$ cat config.mk
export PLATFORM = sky130hd
export DESIGN_NAME = matrix_keypad_scanner_debounced_core_flat
export DESIGN_NICKNAME = d
export VERILOG_FILES = /design/src/rtl/mks_pkg.sv /design/src/rtl/mks_if.sv /design/src/rtl/matrix_keypad_scanner_debounced_core.sv /design/src/flat_wrapper.sv
export SDC_FILE = /design/constraint.sdc
export NUM_CORES = 1
export LEC_CHECK = 0
export BUFFER_PORTS_ARGS = -buffer_cell sky130_fd_sc_hd__buf_2
export CAP_MARGIN = 0
export CORE_MARGIN = 3
export CORE_UTILIZATION = 45
export CTS_CLUSTER_SIZE = 12
export DETAILED_ROUTE_END_ITERATION = 7
export GPL_ROUTABILITY_DRIVEN = 0
export HOLD_SLACK_MARGIN = 0.05
export PLACE_DENSITY_LB_ADDON = 0.25
export SYNTH_ARGS = -nofsm -noshare
export SYNTH_HDL_FRONTEND = slang
export SYNTH_SLANG_ARGS = --single-unit
$ cat constraint.sdc
create_clock -name clk -period 4.3 [get_ports clk]
set_clock_uncertainty 0.15 [all_clocks]
set_input_delay 0.43 -clock clk [delete_from_list [all_inputs] [get_ports clk]]
set_output_delay 0.43 -clock clk [all_outputs]
set_load 0.02 [all_outputs]
$ cat src/rtl/mks_pkg.sv
package mks_pkg;

	// register indexes on the write port
	localparam logic [2:0] REG_SCAN_ENABLE    = 3'd0;
	localparam logic [2:0] REG_DEBOUNCE_COUNT = 3'd1;
	localparam logic [2:0] REG_REPEAT_DELAY   = 3'd2;
	localparam logic [2:0] REG_KEY_MAP_LOW    = 3'd3;
	localparam logic [2:0] REG_KEY_MAP_HIGH   = 3'd4;

	// sequencer phases
	localparam logic [1:0] PH_IDLE  = 2'd0;
	localparam logic [1:0] PH_SCAN  = 2'd1;
	localparam logic [1:0] PH_DELAY = 2'd2;

	localparam logic [4:0] NO_KEY       = 5'd16;
	localparam logic [3:0] ROWS_ALL_LOW = 4'h0;
	localparam logic [7:0] COUNT_MAX    = 8'hFF;

	typedef struct packed {
		logic [3:0] row_drive;
		logic       read_done;
		logic       key_found;
		logic [3:0] key_index;
		logic [7:0] key_code;
	} mks_result_t;

	// one row low, the others high
	function automatic logic [3:0] drive_for_row(input logic [1:0] row);
		logic [3:0] d;
		d = 4'hF;
		d[row] = 1'b0;
		return d;
	endfunction

	// lowest column reading low; only meaningful when some column is low
	function automatic logic [1:0] first_low_col(input logic [3:0] cols);
		logic [1:0] c;
		c = 2'd3;
		if (!cols[2]) c = 2'd2;
		if (!cols[1]) c = 2'd1;
		if (!cols[0]) c = 2'd0;
		return c;
	endfunction

endpackage

$ cat src/rtl/mks_if.sv
// column sample channel
interface mks_in_if;
	logic       valid;
	logic       ready;
	logic [3:0] column_levels;

	modport source (output valid, output column_levels, input ready);
	modport sink   (input valid, input column_levels, output ready);
endinterface

// result channel
interface mks_out_if;
	logic       valid;
	logic       ready;
	logic [3:0] row_drive;
	logic       read_done;
	logic       key_found;
	logic [3:0] key_index;
	logic [7:0] key_code;

	modport source (output valid, output row_drive, output read_done, output key_found,
		output key_index, output key_code, input ready);
	modport sink   (input valid, input row_drive, input read_done, input key_found,
		input key_index, input key_code, output ready);
endinterface

$ cat src/rtl/matrix_keypad_scanner_debounced_core.sv
// channel   dir  word                                   handshake
// sample    in   column_levels[3:0]                     valid/ready
// result    out  row_drive, read_done, key_found,       valid/ready
//                key_index[3:0], key_code[7:0]
// write     in   wr_en, wr_index[2:0], wr_data[63:0]    wr_en only, no wait
//
// one sample word in, one result word out; one word per cycle sustained while result.ready stays high
// the sequencer update and result are one combinational pass into the result register
// a result is registered and appears in the cycle after its sample is taken
// arst_n clears the sequencer and loads register defaults, result register empties
// a stalled result holds; a new sample is taken in the same cycle the result leaves
module matrix_keypad_scanner_debounced_core
	import mks_pkg::*;
(
	input  logic          clk,
	input  logic          arst_n,
	mks_in_if.sink        sample,
	mks_out_if.source     result,
	input  logic          wr_en,
	input  logic [2:0]    wr_index,
	input  logic [63:0]   wr_data
);

	// configuration registers
	logic        scan_enable_q;
	logic [7:0]  debounce_count_q;
	logic [15:0] repeat_delay_q;
	logic [63:0] key_map_low_q;
	logic [63:0] key_map_high_q;

	// sequencer state
	logic [1:0]  phase_q;
	logic [1:0]  scan_row_q;
	logic [4:0]  last_value_q;
	logic [7:0]  match_count_q;
	logic [15:0] delay_count_q;

	// result register
	logic        res_valid_q;
	mks_result_t res_q;

	logic take;

	// next state and result of one tick
	logic [1:0]  phase_d;
	logic [1:0]  scan_row_d;
	logic [4:0]  last_value_d;
	logic [7:0]  match_count_d;
	logic [15:0] delay_count_d;
	mks_result_t res_d;

	// scan helpers
	logic [3:0]  cols;
	logic        any_low;
	logic        scan_ended;
	logic [4:0]  scan_value;
	logic [7:0]  need;
	logic [7:0]  match_next;
	logic [15:0] delay_dec;
	logic [63:0] map_word;

	// take a word whenever the result slot is empty or being emptied
	assign sample.ready = !res_valid_q || result.ready;
	assign take         = sample.valid && sample.ready;

	assign cols       = sample.column_levels;
	assign any_low    = (cols != 4'hF);
	assign scan_ended = any_low || (scan_row_q == 2'd3);
	assign scan_value = any_low ? {1'b0, scan_row_q, first_low_col(cols)} : NO_KEY;
	// zero debounce behaves as one
	assign need       = (debounce_count_q == 8'd0) ? 8'd1 : debounce_count_q;
	assign delay_dec  = (delay_count_q != 16'd0) ? delay_count_q - 16'd1 : 16'd0;
	assign map_word   = scan_value[3] ? key_map_high_q : key_map_low_q;

	always_comb begin
		if (scan_value == last_value_q) begin
			match_next = (match_count_q == COUNT_MAX) ? COUNT_MAX : match_count_q + 8'd1;
		end else begin
			match_next = 8'd1;
		end
	end

	always_comb begin
		phase_d       = phase_q;
		scan_row_d    = scan_row_q;
		last_value_d  = last_value_q;
		match_count_d = match_count_q;
		delay_count_d = delay_count_q;
		res_d         = '0;
		res_d.row_drive = ROWS_ALL_LOW;

		case (phase_q)
			PH_SCAN: begin
				if (!scan_ended) begin
					// nothing on this row, move to the next one
					scan_row_d      = scan_row_q + 2'd1;
					res_d.row_drive = drive_for_row(scan_row_q + 2'd1);
				end else begin
					last_value_d  = scan_value;
					match_count_d = match_next;
					scan_row_d    = 2'd0;
					if (match_next >= need) begin
						// debounced read complete, rows go back low
						res_d.read_done = 1'b1;
						if (!scan_value[4]) begin
							res_d.key_found = 1'b1;
							res_d.key_index = scan_value[3:0];
							res_d.key_code  = map_word[{scan_value[2:0], 3'b000} +: 8];
						end
						if (!scan_value[4] && (repeat_delay_q != 16'd0)) begin
							delay_count_d = repeat_delay_q;
							phase_d       = PH_DELAY;
						end else begin
							phase_d = PH_IDLE;
						end
					end else begin
						// not settled yet, rescan from row 0
						res_d.row_drive = drive_for_row(2'd0);
					end
				end
			end
			PH_DELAY: begin
				delay_count_d = delay_dec;
				if (delay_dec == 16'd0) phase_d = PH_IDLE;
			end
			default: begin
				// idle, and the unused code behaves as idle
				phase_d = PH_IDLE;
				if (scan_enable_q) begin
					last_value_d    = NO_KEY;
					match_count_d   = 8'd0;
					scan_row_d      = 2'd0;
					phase_d         = PH_SCAN;
					res_d.row_drive = drive_for_row(2'd0);
				end
			end
		endcase
	end

	// configuration writes, unknown indexes ignored
	always_ff @(posedge clk or negedge arst_n) begin
		if (!arst_n) begin
			scan_enable_q    <= 1'b0;
			debounce_count_q <= 8'd10;
			repeat_delay_q   <= 16'd1000;
			key_map_low_q    <= '0;
			key_map_high_q   <= '0;
		end else if (wr_en) begin
			case (wr_index)
				REG_SCAN_ENABLE:    scan_enable_q    <= wr_data[0];
				REG_DEBOUNCE_COUNT: debounce_count_q <= wr_data[7:0];
				REG_REPEAT_DELAY:   repeat_delay_q   <= wr_data[15:0];
				REG_KEY_MAP_LOW:    key_map_low_q    <= wr_data;
				REG_KEY_MAP_HIGH:   key_map_high_q   <= wr_data;
				default: ;
			endcase
		end
	end

	// sequencer advances once per taken word
	always_ff @(posedge clk or negedge arst_n) begin
		if (!arst_n) begin
			phase_q       <= PH_IDLE;
			scan_row_q    <= 2'd0;
			last_value_q  <= NO_KEY;
			match_count_q <= 8'd0;
			delay_count_q <= 16'd0;
		end else if (take) begin
			phase_q       <= phase_d;
			scan_row_q    <= scan_row_d;
			last_value_q  <= last_value_d;
			match_count_q <= match_count_d;
			delay_count_q <= delay_count_d;
		end
	end

	always_ff @(posedge clk or negedge arst_n) begin
		if (!arst_n) begin
			res_valid_q <= 1'b0;
		end else if (take) begin
			res_valid_q <= 1'b1;
		end else if (result.ready) begin
			res_valid_q <= 1'b0;
		end
	end

	// payload, no reset needed
	always_ff @(posedge clk) begin
		if (take) res_q <= res_d;
	end

	assign result.valid     = res_valid_q;
	assign result.row_drive = res_q.row_drive;
	assign result.read_done = res_q.read_done;
	assign result.key_found = res_q.key_found;
	assign result.key_index = res_q.key_index;
	assign result.key_code  = res_q.key_code;

endmodule

$ cat src/flat_wrapper.sv
// flat-port wrapper written by rule: the top's interface ports become plain ports
module matrix_keypad_scanner_debounced_core_flat import mks_pkg::*;
  (clk, arst_n, wr_en, wr_index, wr_data, sample_valid, sample_column_levels, sample_ready, result_valid, result_row_drive, result_read_done, result_key_found, result_key_index, result_key_code, result_ready);
  mks_in_if sample_i ();
  mks_out_if result_i ();
  input  logic clk;
  input  logic arst_n;
  input  logic wr_en;
  input  logic [2:0] wr_index;
  input  logic [63:0] wr_data;
  input wire logic [$bits(sample_i.valid)-1:0] sample_valid;
  input wire logic [$bits(sample_i.column_levels)-1:0] sample_column_levels;
  output wire logic [$bits(sample_i.ready)-1:0] sample_ready;
  output wire logic [$bits(result_i.valid)-1:0] result_valid;
  output wire logic [$bits(result_i.row_drive)-1:0] result_row_drive;
  output wire logic [$bits(result_i.read_done)-1:0] result_read_done;
  output wire logic [$bits(result_i.key_found)-1:0] result_key_found;
  output wire logic [$bits(result_i.key_index)-1:0] result_key_index;
  output wire logic [$bits(result_i.key_code)-1:0] result_key_code;
  input wire logic [$bits(result_i.ready)-1:0] result_ready;
  assign sample_i.valid = sample_valid;
  assign sample_i.column_levels = sample_column_levels;
  assign sample_ready = sample_i.ready;
  assign result_valid = result_i.valid;
  assign result_row_drive = result_i.row_drive;
  assign result_read_done = result_i.read_done;
  assign result_key_found = result_i.key_found;
  assign result_key_index = result_i.key_index;
  assign result_key_code = result_i.key_code;
  assign result_i.ready = result_ready;
  matrix_keypad_scanner_debounced_core u_core (.clk(clk), .arst_n(arst_n), .sample(sample_i), .result(result_i), .wr_en(wr_en), .wr_index(wr_index), .wr_data(wr_data));
endmodule
Word-level counts from Yosys, hierarchy flattened
Index checks and enable logic that the tools add are counted.

cells by class
  add/sub/neg operators = 3
  $lt $le $gt $ge = 3
  equal/unequal tests = 14
  shifts and indexed selects = 1
  multiplexer cells = 38
  bitwise operators = 5
  reductions and logical operators = 27

operators by type and width
  cell                                                                  number
  16-bit 2-to-1 mux                                                     4
  64-bit 2-to-1 mux                                                     1
  64-bit by 7-bit variable part select with 8-bit output                1
  8-bit 2-to-1 mux                                                      5
  16-bit one-hot mux with 2 select lines                                1
  16-bit nonzero test                                                   2
  16-bit zero test                                                      1
  2-bit 2-to-1 mux                                                      8
  8-bit one-hot mux with 2 select lines                                 1
  16-bit by 1-bit subtractor with 16-bit output, second input constant  1
  5-bit 2-to-1 mux                                                      3
  14-bit 2-to-1 mux                                                     1
  13-bit 2-to-1 mux                                                     1
  4-bit 2-to-1 mux                                                      3
  2-bit AND reduction                                                   6
  5-bit one-hot mux with 2 select lines                                 1
  8-bit by 1-bit adder with 8-bit output, second input constant         1
  8-bit equality test, second input constant                            1
  8-bit greater-or-equal comparator                                     1
  8-bit zero test                                                       1
  2-bit by 1-bit != test with 1-bit output, second input constant       4
  2-bit one-hot mux with 2 select lines                                 2
  4-bit one-hot mux with 2 select lines                                 1
  4-bit AND reduction                                                   2
  22 further kinds                                                      38

word-level totals
  bits in registers = 205
  logic and storage cells = 107

Logic depth before layout (Yosys ltp)
  word-level depth = 10
  gate-level depth with buffers = 14
  gate-level depth less buffers = 13

Worst setup path after synthesis
Ideal clock, no wire load.

  path kind = input -> register
  start = input sample_column_levels[2]
  end = register u_core.res_q, in the netlist u_core.result.key_code[0], data pin
  data arrival time = 3.382 ns
  required time = 3.884 ns
  path slack = 0.501 ns
  stages = 14
  buffers on the path = 2
  cells stage by stage = nand4_1 > nand2_1 > buf_4 > xor2_1 > o2111ai_1 > nor2_1 > ha_1 > nand2b_1 > a2111oi_0 > o21a_1 > nand2b_1 > nand2b_1 > clkbuf_1 > nor2b_1

on the way
  word-level cells in the longest chain between the ends = 9

RTL lines
  element                              line                                         source
  from (decl)                          flat_wrapper.sv:12                           input wire logic [$bits(sample_i.column_levels)-1:0] sample_column_levels;
  1-bit 2-to-1 mux                     mks_pkg.sv:39                                if (!cols[2]) c = 2'd2;
  2-bit 2-to-1 mux                     mks_pkg.sv:40                                if (!cols[1]) c = 2'd1;
  2-bit 2-to-1 mux                     mks_pkg.sv:41                                if (!cols[0]) c = 2'd0;
  5-bit 2-to-1 mux                     matrix_keypad_scanner_debounced_core.sv:69   assign scan_value = any_low ? {1'b0, scan_row_q, first_low_col(cols)} : NO_KEY;
  5-bit equality test                  matrix_keypad_scanner_debounced_core.sv:76   if (scan_value == last_value_q) begin
  8-bit 2-to-1 mux                     matrix_keypad_scanner_debounced_core.sv:76
  8-bit greater-or-equal comparator    matrix_keypad_scanner_debounced_core.sv:102  if (match_next >= need) begin
  1-bit NOT (no source line)           n/a
  4-bit OR reduction (no source line)  n/a
  to (signal assigned)                 matrix_keypad_scanner_debounced_core.sv:189  if (take) res_q <= res_d;
  to (decl)                            matrix_keypad_scanner_debounced_core.sv:40   mks_result_t res_q;

Several ways; a longest one is shown, not always the timed one.
A chain may end at the register's enable or synchronous reset.

Worst setup path after layout
  start = register u_core.match_count_q[0]
  end = register u_core.delay_count_q[3]

on the way
  word-level cells in the longest chain between the ends = 6

RTL lines
  element                                                                        line                                         source
  from (decl)                                                                    matrix_keypad_scanner_debounced_core.sv:35   logic [7:0] match_count_q;
  from (signal assigned)                                                         matrix_keypad_scanner_debounced_core.sv:172  match_count_q <= match_count_d;
  8-bit by 1-bit adder with 8-bit output or 8-bit equality test (tied branches)  matrix_keypad_scanner_debounced_core.sv:77   match_next = (match_count_q == COUNT_MAX) ? COUNT_MAX : match_count_q + 8'd1;
  8-bit 2-to-1 mux (*)                                                           matrix_keypad_scanner_debounced_core.sv:77
  8-bit 2-to-1 mux (*)                                                           matrix_keypad_scanner_debounced_core.sv:76
  8-bit greater-or-equal comparator (*)                                          matrix_keypad_scanner_debounced_core.sv:102
  2-bit by 1-bit != test with 1-bit output (no source line) (*)                  n/a
  5-bit AND reduction (no source line) (*)                                       n/a
  to (signal assigned)                                                           matrix_keypad_scanner_debounced_core.sv:173  delay_count_q <= delay_count_d;
  to (decl)                                                                      matrix_keypad_scanner_debounced_core.sv:36   logic [15:0] delay_count_q;

Every way passes the cells marked *; elsewhere a longest branch is shown, timed or not.

==> results by group <==
Outcome
  • Status: finished, final reports clean

Timing
  • Final setup fails: 0
  • Fmax: 254.5 MHz
  • RSZ-0062 raised after global routing: false
  • Tmin final: 3.929 ns
  • Max_slew headroom: 0.3142
  • Fin Setup TNS: 0 ns
  • Final hold violations: 0
  • Slew @ Worst Pin: 1.029 ns
  • Final period util: 0.9136
  • Slew Viols, Final: 0

Worst setup path
  • CP arrival: 4.18 ns
  • CP endpoint kind: register
  • Reg-to-reg setup timing slack: 0.37 ns
  • Worst EP required: 4.55 ns
  • Critical path startpoint category: register
  • Crit Path Category: reg -> reg
  • Worst path slowest cell: a2111oi_0
  • Crit path largest cell delay: 0.69 ns
  • CP Max Fanout: 8
  • CP Buf/Inv Count: 1
  • CP delay by family, top: compound AO/OA/AOI/OAI gates
  • Critical-path cell list: ha_1 > and3_1 > nand2_1 > or2_2 > nand2_1 > nor2_1 > ha_1 > nand2b_1 > a2111oi_0 > o21a_1 > o22a_2 > nor2_1 > buf_4 > a22o_1

Die
  • Initial Util: 0.4641
  • Num rows: 53
  • Top-level I/O count: 96
  • Die Y: 154.4 um
  • Die Wd: 154.4 um
  • Die area: 23840 um2
  • Core area: 21350 um2

Global route
  • Vias in the first global route: 7188
  • First-pass GRT wire length: 39510 um
  • Global route overflow: 0
  • Global Route Usage Sum: 0.2048
  • Antenna violations before repair: 0
  • Largest net degree at the start of global routing: 107

Logic synthesis
  • Synth top area share: 0.4495
  • Synth Flop Type: dfrtp_1
  • Mapped Cells: 742
  • Synth area leaders: dfrtp_1 (45%), mux2_2 (17%), mux4_2 (9.1%), edfxtp_1 (5.5%), dfstp_2 (2.4%)
  • Sequential-to-total area share from yosys stat: 0.5279
  • Post-Syn Nets: 834
  • Syn Area/Cell: 13.36 um2
  • Yosys cell types: 62
  • Most frequent cell after synthesis: dfrtp_1
  • Area leader, netlist: dfrtp_1
  • Synthesized area: 9910 um2
  • Async set-reset flop share out of synthesis: 0.9122
  • Most common library cells after synthesis: dfrtp_1 (178), mux2_2 (148), mux4_2 (40), nand2_1 (40), nor2_1 (32)
  • Post-synth EDFFs: 18
  • #FFs+latches synth: 205
  • Yosys warning count: 0

Pwr
  • Clock Power Share: 0.308
  • Logic pwr share: 0.251
  • Power per cell area: 513.6 nW/um2
  • Pleak: 5.088 nW
  • Net Sw Frac: 0.3026
  • Peak supply drop: 0.0003450 V
  • Cell-internal power: 4.316 mW
  • NetSw: 1.873 mW
  • Sequential share of power: 0.441

Drt
  • Routed WL: 23960 um
  • Mean routed wirelength per cell: 20.05 um
  • Drt via density: 5.764
  • # DRC: 0
  • Drt first-iter violations: 453
  • Drt pass-1 iters: 5
  • ANT nets after route: 0
  • Routed vias: 6888

Finish
  • Final Net Count: 995
  • Layout cells sized above 1: 0.3902
  • Area added between synthesis and finish: 21.60%
  • Antenna Diode Count: 0
  • Util after Layout: 0.5643

Clock tree
  • Clock Pin Slew Worst Setup and Hold Paths: 0.06 ns
  • Clk root buf: clkbuf_16
  • Clock Tree Buf Depth: 3
  • Worst-Skew Late Latency: 0.51 ns
  • Clock sink total: 205
  • Postcts setup bufs: 0
  • CTS Hold Buffers Added: 57
  • CTS tree: built
  • Cts bufs inserted: 23
  • Post_cts resized: 0
  • H-tree Lvls: 1

Place
  • # port buffers: 95
  • Post-DP HPWL: 16180 um

Hold path
  • Worst Hold Class: in -> reg

Job
  • Max-cap viol count: 0
==> metal layers <==
metal	share of wire	GRT usage
met5	0	0
met4	0.030	0.05299
met3	0.037	0.02966
met2	0.50	0.3496
met1	0.43	0.2770
==> layout make-up <==
cell class | instances | area (um2)
Sequential cell | 205 | 5231
Inverter | 21 | 78.83
Multi-Input combinational cell | 479 | 4447
Fill cell | 1748 | 9303
Clock inverter | 7 | 77.57
Tap cell | 275 | 344.1
Timing Repair Buffer | 173 | 1210
Clock buffer | 35 | 661.9
==> cells by family after synthesis <==
family / synth area share
flip-flops: 0.5279
XOR/XNOR: 0.005303
multiplexers: 0.2611
AO/OA/AOI/OAI: 0.07967
adder cells (fa/ha/maj): 0.02020
AND/OR/NAND/NOR: 0.08169
buffers and inverters: 0.02412
==> sequential cells by signal, indices dropped and copies added, names as in the netlist <==
name and cells:
u_core.result.row_drive 4, u_core.last_value_q 5, u_core.scan_enable_q 1, u_core.result.read_done 1
u_core.result.key_code 8, u_core.result.key_found 1, u_core.delay_count_q 16, u_core.scan_row_q 2
u_core.key_map_high_q 64, u_core.result.valid 1, u_core.phase_q 2, u_core.match_count_q 8
u_core.debounce_count_q 8, u_core.repeat_delay_q 16, u_core.result.key_index 4, u_core.key_map_low_q 64
==> placed cells by master, fill, tap and decap left out, types with 5 or more instances in the layout <==
cell type	n
dfrtp_1	178
mux2_2	148
buf_2	94
dlygate4sd3_1	57
nand2_1	40
mux4_2	40
nor2_1	32
o21ai_0	27
clkbuf_16	24
inv_1	21
buf_4	21
nand3_1	18
edfxtp_1	18
ha_1	16
nor2b_1	14
a22o_1	14
a21oi_1	13
nor3_1	9
clkbuf_1	9
dfstp_2	9
nor4_1	8
nand4_1	7
o31ai_1	7
nand2b_1	6
o2bb2ai_1	6
a211o_1	5
o211ai_1	5
==> power groups by stage <==
stage          clock [mW]  combinational, mW  sequential (mW)
6_report             1.91               1.55             2.73
5_1_grt              2.04               1.72             2.78
4_1_cts              1.96               1.55             2.72
3_5_place_dp            0               1.51             2.75
3_3_place_gp            0               1.48             2.74
2_1_floorplan           0               1.13             2.64
==> path summary, 6_finish.rpt <==
kind,cells after the start,endpoint,start
worst max register to register,14,u_core.delay_count_q[3]$_DFFE_PN0P_,u_core.match_count_q[0]$_DFFE_PN0P_
worst max-delay path,14,u_core.delay_count_q[3]$_DFFE_PN0P_,u_core.match_count_q[0]$_DFFE_PN0P_
worst min register to register,1,u_core.key_map_low_q[34]$_DFFE_PN0P_,u_core.key_map_low_q[34]$_DFFE_PN0P_
max in group asynchronous,3,u_core.key_map_low_q[34]$_DFFE_PN0P_,arst_n
worst min-delay path,2,u_core.key_map_low_q[12]$_DFFE_PN0P_,wr_data[12]
min in group asynchronous,2,u_core.key_map_high_q[54]$_DFFE_PN0P_,arst_n
==> worst reg2reg max path: cells and delay by family (launching register included) <==
kind                       cells  cell delay (ns)
and+or+nand+nor                7             1.12
AOI/OAI and AO/OA              4             1.48
DFF                            1             0.38
adders and majority gates      2             0.51
buffers and inverters          1             0.17
==> through the flow <==
step | instance area (um2) | cells | hold slack (ns) | power [mW] | setup slack (ns)
after floorplan | 9910 | 742 | -0.01559 | 3.769 | 0.5014
after detailed placement | 10740 | 1096 | 0.3392 | 4.256 | 0.3348
after CTS | 12050 | 1195 | 0.05069 | 6.231 | 0.4633
after global placement | 10740 | 1096 | 0.3309 | 4.216 | 0.3913
after global routing | 12050 | 1195 | 0.05854 | 6.536 | 0.05277
final | 12050 | 1195 | 0.06944 | 6.189 | 0.3713
No activity file was read; power rests on OpenSTA's default activity.
